===== config.mk =====
export PLATFORM = sky130hd
export DESIGN_NAME = ardt_front
export DESIGN_NICKNAME = d
export VERILOG_FILES = /design/src/rtl/ardt_pkg.sv /design/src/rtl/ardt_front.sv
export SDC_FILE = /design/constraint.sdc
export NUM_CORES = 1
export LEC_CHECK = 0
export ABC_AREA = 1
export BUFFER_PORTS_ARGS = -buffer_cell sky130_fd_sc_hd__buf_4
export CORE_MARGIN = 2
export CORE_UTILIZATION = 35
export CTS_CLUSTER_DIAMETER = 120
export DETAILED_ROUTE_END_ITERATION = 10
export HOLD_SLACK_MARGIN = 0.03
export PLACE_DENSITY_LB_ADDON = 0.1
export SYNTH_ARGS = -nofsm -noshare
export SYNTH_HDL_FRONTEND = slang
export SYNTH_SLANG_ARGS = --single-unit

===== constraint.sdc =====
create_clock -name clk -period 31.1 [get_ports clk]
set_clock_uncertainty 0.05 [all_clocks]
set_input_delay 6.22 -clock clk [delete_from_list [all_inputs] [get_ports clk]]
set_output_delay 6.22 -clock clk [all_outputs]
set_load 0.02 [all_outputs]

===== src/rtl/ardt_pkg.sv =====
// Shared types and constants for the approximate record dedup table.
package ardt_pkg;

  localparam int TableDepth = 4096;
  localparam int IndexWidth = 13;
  localparam int TolReset = 4;
  localparam int LimitReset = 4096;
  localparam logic [7:0] AngleWrap = 8'd255;

  typedef enum logic [0:0] {
    CfgTolerance = 1'b0,
    CfgTableLimit = 1'b1
  } cfg_reg_t;

  typedef struct packed {
    logic start_new_set;
    logic [31:0] styles;
    logic [7:0] latitude;
    logic [7:0] longitude;
    logic [63:0] ambient_low;
    logic [31:0] ambient_high;
    logic [63:0] directed_low;
    logic [31:0] directed_high;
  } in_item_t;

  typedef struct packed {
    logic [IndexWidth-1:0] entry_index;
    logic was_added;
    logic full_miss;
  } out_item_t;

  // Stored form: 48-bit header plus four 48-bit colour words.
  typedef struct packed {
    logic start_new_set;
    logic [47:0] hdr;
    logic [191:0] col;
  } rec_t;

  typedef enum logic [1:0] {
    StIdle,
    StRead,
    StCheck,
    StDone
  } state_t;

  function automatic logic byte_ok(logic [7:0] a, logic [7:0] b, logic [7:0] tol);
    logic [7:0] d;
    d = (a > b) ? a - b : b - a;
    return d <= tol;
  endfunction

  function automatic logic angle_ok(logic [7:0] a, logic [7:0] b, logic [7:0] tol);
    logic [7:0] d;
    d = (a > b) ? a - b : b - a;
    return (d <= tol) || (d >= AngleWrap - tol);
  endfunction

  function automatic rec_t pack_rec(in_item_t it);
    rec_t r;
    r.start_new_set = it.start_new_set;
    r.hdr = {it.longitude, it.latitude, it.styles};
    r.col = {it.directed_high, it.directed_low[63:48], it.directed_low[47:0],
             it.ambient_high, it.ambient_low[63:48], it.ambient_low[47:0]};
    return r;
  endfunction

endpackage


===== src/rtl/ardt_front.sv =====
// Front stage: packs accepted items into stored form and queues them.
module ardt_front (
  input  logic clk,
  input  logic rst,
  input  logic push,
  output logic full,
  input  ardt_pkg::in_item_t in_item,
  output logic q_valid,
  input  logic q_take,
  output ardt_pkg::rec_t q_rec
);
  ardt_pkg::rec_t slot [2];
  logic wr_ptr, rd_ptr;
  logic [1:0] cnt;

  assign full = cnt == 2'd2;
  assign q_valid = cnt != 2'd0;
  assign q_rec = slot[rd_ptr];

  always_ff @(posedge clk) begin
    if (push && !full) begin
      slot[wr_ptr] <= ardt_pkg::pack_rec(in_item);
    end
  end

  always_ff @(posedge clk) begin
    if (rst) begin
      wr_ptr <= 1'b0;
      rd_ptr <= 1'b0;
      cnt <= 2'd0;
    end else begin
      if (push && !full) wr_ptr <= ~wr_ptr;
      if (q_take && q_valid) rd_ptr <= ~rd_ptr;
      cnt <= cnt + 2'((push && !full) ? 1 : 0) - 2'((q_take && q_valid) ? 1 : 0);
    end
  end
endmodule


==> flow_summary_export.csv <==
group,metric,value,unit
route,post_drt_wl_per_cell,20.58,um
floorplanning,die_w,233.4,um
clock_network,cts_tree,"done",
synth,synth_cells,788,
synth,seq_area_frac_synth,79.11,%
floorplanning,start_util,35.20,%
timing,rsz0062_at_grt,"no",
clock_network,ctsHoldBuffers,0,
global_routing,antenna_found_initial,3,
timing,whs,452.8,ps
route,drtAntennaViolNets,0,
clock_network,cts_sinks,487,
place,io_buffers,487,
job,cap_violations,0,
route,drc,0,
place,place_area,22760,um^2
floorplanning,die_h,233.4,um
worst_hold_path,hold_depth,2,
synth,ys_seq_elements,487,
clock_network,cts_buffer_depth,3,
global_routing,met2_usage,24.24,%
synth,ys_types,12,
run_status,status,"completed",
timing,timing.final.hold_violations,0,
power_and_ir_drop,peakVddDrop,45.96,uV
clock_network,tritoncts.num_buffers,51,
route,drt_iter0_drc,504,
setup_path,critPathRequiredTime,24830,ps
global_routing,grt.busiest_layer,"met2",
synth,avgSynthCellArea,23.38,um^2
clock_network,clkTransAtPathRegs,60,ps
global_routing,grt_pass1_wl,58570,um
final_layout,nets,1558,
global_routing,gr-total-overflow,0,
clock_network,cts_max_level,2,
timing,drv_slew,0,
power_and_ir_drop,power_density,83.72,nW/um^2
timing,final.period_utilization,32.57,%
final_layout,post-route-cell-area,24390,um^2
timing,fmax,98.71,MHz
timing,worst_slew_pin_slew,1065,ps
final_layout,drive_gt1_share,60.31,%
route,drt_pass1_iterations,4,
setup_path,worstPathMaxFanout,57,
global_routing,grt_util_met1,17.52,%
setup_path,r2r_cells,7,
place,routabilityCongestion,0.7667,
setup_path,startpoint_type,"register",
place,dp_hpwl,28890,um
setup_path,critical_path_class,"register to output pin",
power_and_ir_drop,p_leak,9.392,nW
worst_hold_path,hp-class,"register to register",
final_layout,syn2layout_area_growth,32.41,%
clock_network,cts_setup_buffers,0,
route,vias,8986,
floorplanning,die_area,54480,um^2
floorplanning,core-area,52340,um^2
global_routing,grt_max_degree,118,
clock_network,clock_latency,580,ps
global_routing,grt_usage,14.67,%
timing,setup-violations-final,0,
global_routing,grt_pass1_vias,9147,
global_routing,gr-usage-met3,5.872,%
floorplanning,ios,488,
timing,maxSlewHeadroom,29.02,%
timing,setup_tns,0,ps
setup_path,critPathArrivalTime,3860,ps
setup_path,end_kind,"output pin",
floorplanning,rows,84,
synth,synth_warnings,0,
synth,syn_area,18420,um^2
route,drt_wl_total,42010,um
timing,fin_crit,10130,ps
route,routed_via_density,4.403,
clock_network,cts_root_buf,"clkbuf_16",
clock_network,cts_resized,0,
synth,synth_nets,1035,
[worst max-delay path, cell delays in order, from the launching register on]
cell,delay (ps)
dfxtp_4,830
buf_4,880
buf_4,880
mux2_2,420
buf_4,150
[flip-flops by register name, indices dropped and copies added, names as in the netlist, named ones only]
signal  count
rd_ptr      1
wr_ptr      1
cnt         2
slot      482
[per-stage QoR]
stage               worst slack [ps]  utilization, %  std cells  total power, W
floorplan                      13930               -        788        0.001277
global placement               21400           43.48       1946        0.001475
detailed placement             21390           43.48       1946        0.001477
CTS                            20850           46.58       2036        0.002075
global route                   20710           46.59       2039        0.002128
finish                         20970           46.60       2041        0.002042
[placed cells by master (no fill, tap or decap)]
master / n
diode_2: 5
bufinv_16: 4
clkinv_2: 10
nand2_1: 8
mux2_2: 51
buf_4: 497
inv_1: 8
clkbuf_1: 11
nor2_4: 1
clkinv_1: 7
a21oi_1: 2
mux2_4: 190
dfxtp_1: 4
dfxtp_4: 1
inv_8: 1
nand3_1: 3
clkbuf_8: 3
clkinvlp_4: 2
edfxtp_1: 482
ha_1: 2
clkbuf_16: 53
nor2_1: 8
[synthesized netlist by cell type]
cell type	number	area share (%)
ha_1	2	0.14
a21oi_1	2	0.054
nand3_1	3	0.081
inv_1	9	0.18
mux2_4	190	15
mux2_2	51	3.1
nand2_1	8	0.16
buf_2	5	0.14
dfxtp_1	5	0.54
nor2_1	9	0.18
edfxtp_1	482	79
buf_6	22	1.3
[final timing paths]
path	to	from	slack, ps
worst min-delay path	register	rd_ptr	450
worst min register to register	register	rd_ptr	450
worst max-delay path	q_rec[240]	register	20970
worst max register to register	slot[0][183]	cnt[0]	27210
[metal layers]
metal,share of wire (%),vias to the layer above
li1,-,4174
met1,39,4429
met2,50,320
met3,9.4,63
met4,2.0,0
met5,0,-
[where the power goes]
group | internal (W) | switching [W] | leakage, nW | total [W]
Sequential | 0.000832 | 0.0000305 | 4.54 | 0.000862
Combinational | 0.000279 | 0.000310 | 4.05 | 0.000589
Clock | 0.000350 | 0.000241 | 0.795 | 0.000590
Total | 0.00146 | 0.000582 | 9.39 | 0.00204
[kinds of logic after synthesis]
group           Yosys count  synth area share [%]
compound gates            2               0.05434
fa+ha+maj                 2                0.1358
simple gates             20                0.4279
mux                     241                 18.60
flops                   487                 79.11
buf+inv                  36                 1.664
[final cells by class]
cell class                 count  area, um^2
sequential                   487       14580
timing repair buffer         497        3731
clock inverter                23       211.5
clock buffer                  67        1409
tap                          688       860.8
inverter                       9       41.29
fill                        4532       27950
multi-input combinational    265        3548
antenna                        5       12.51
No activity file was read; power rests on OpenSTA's default activity.
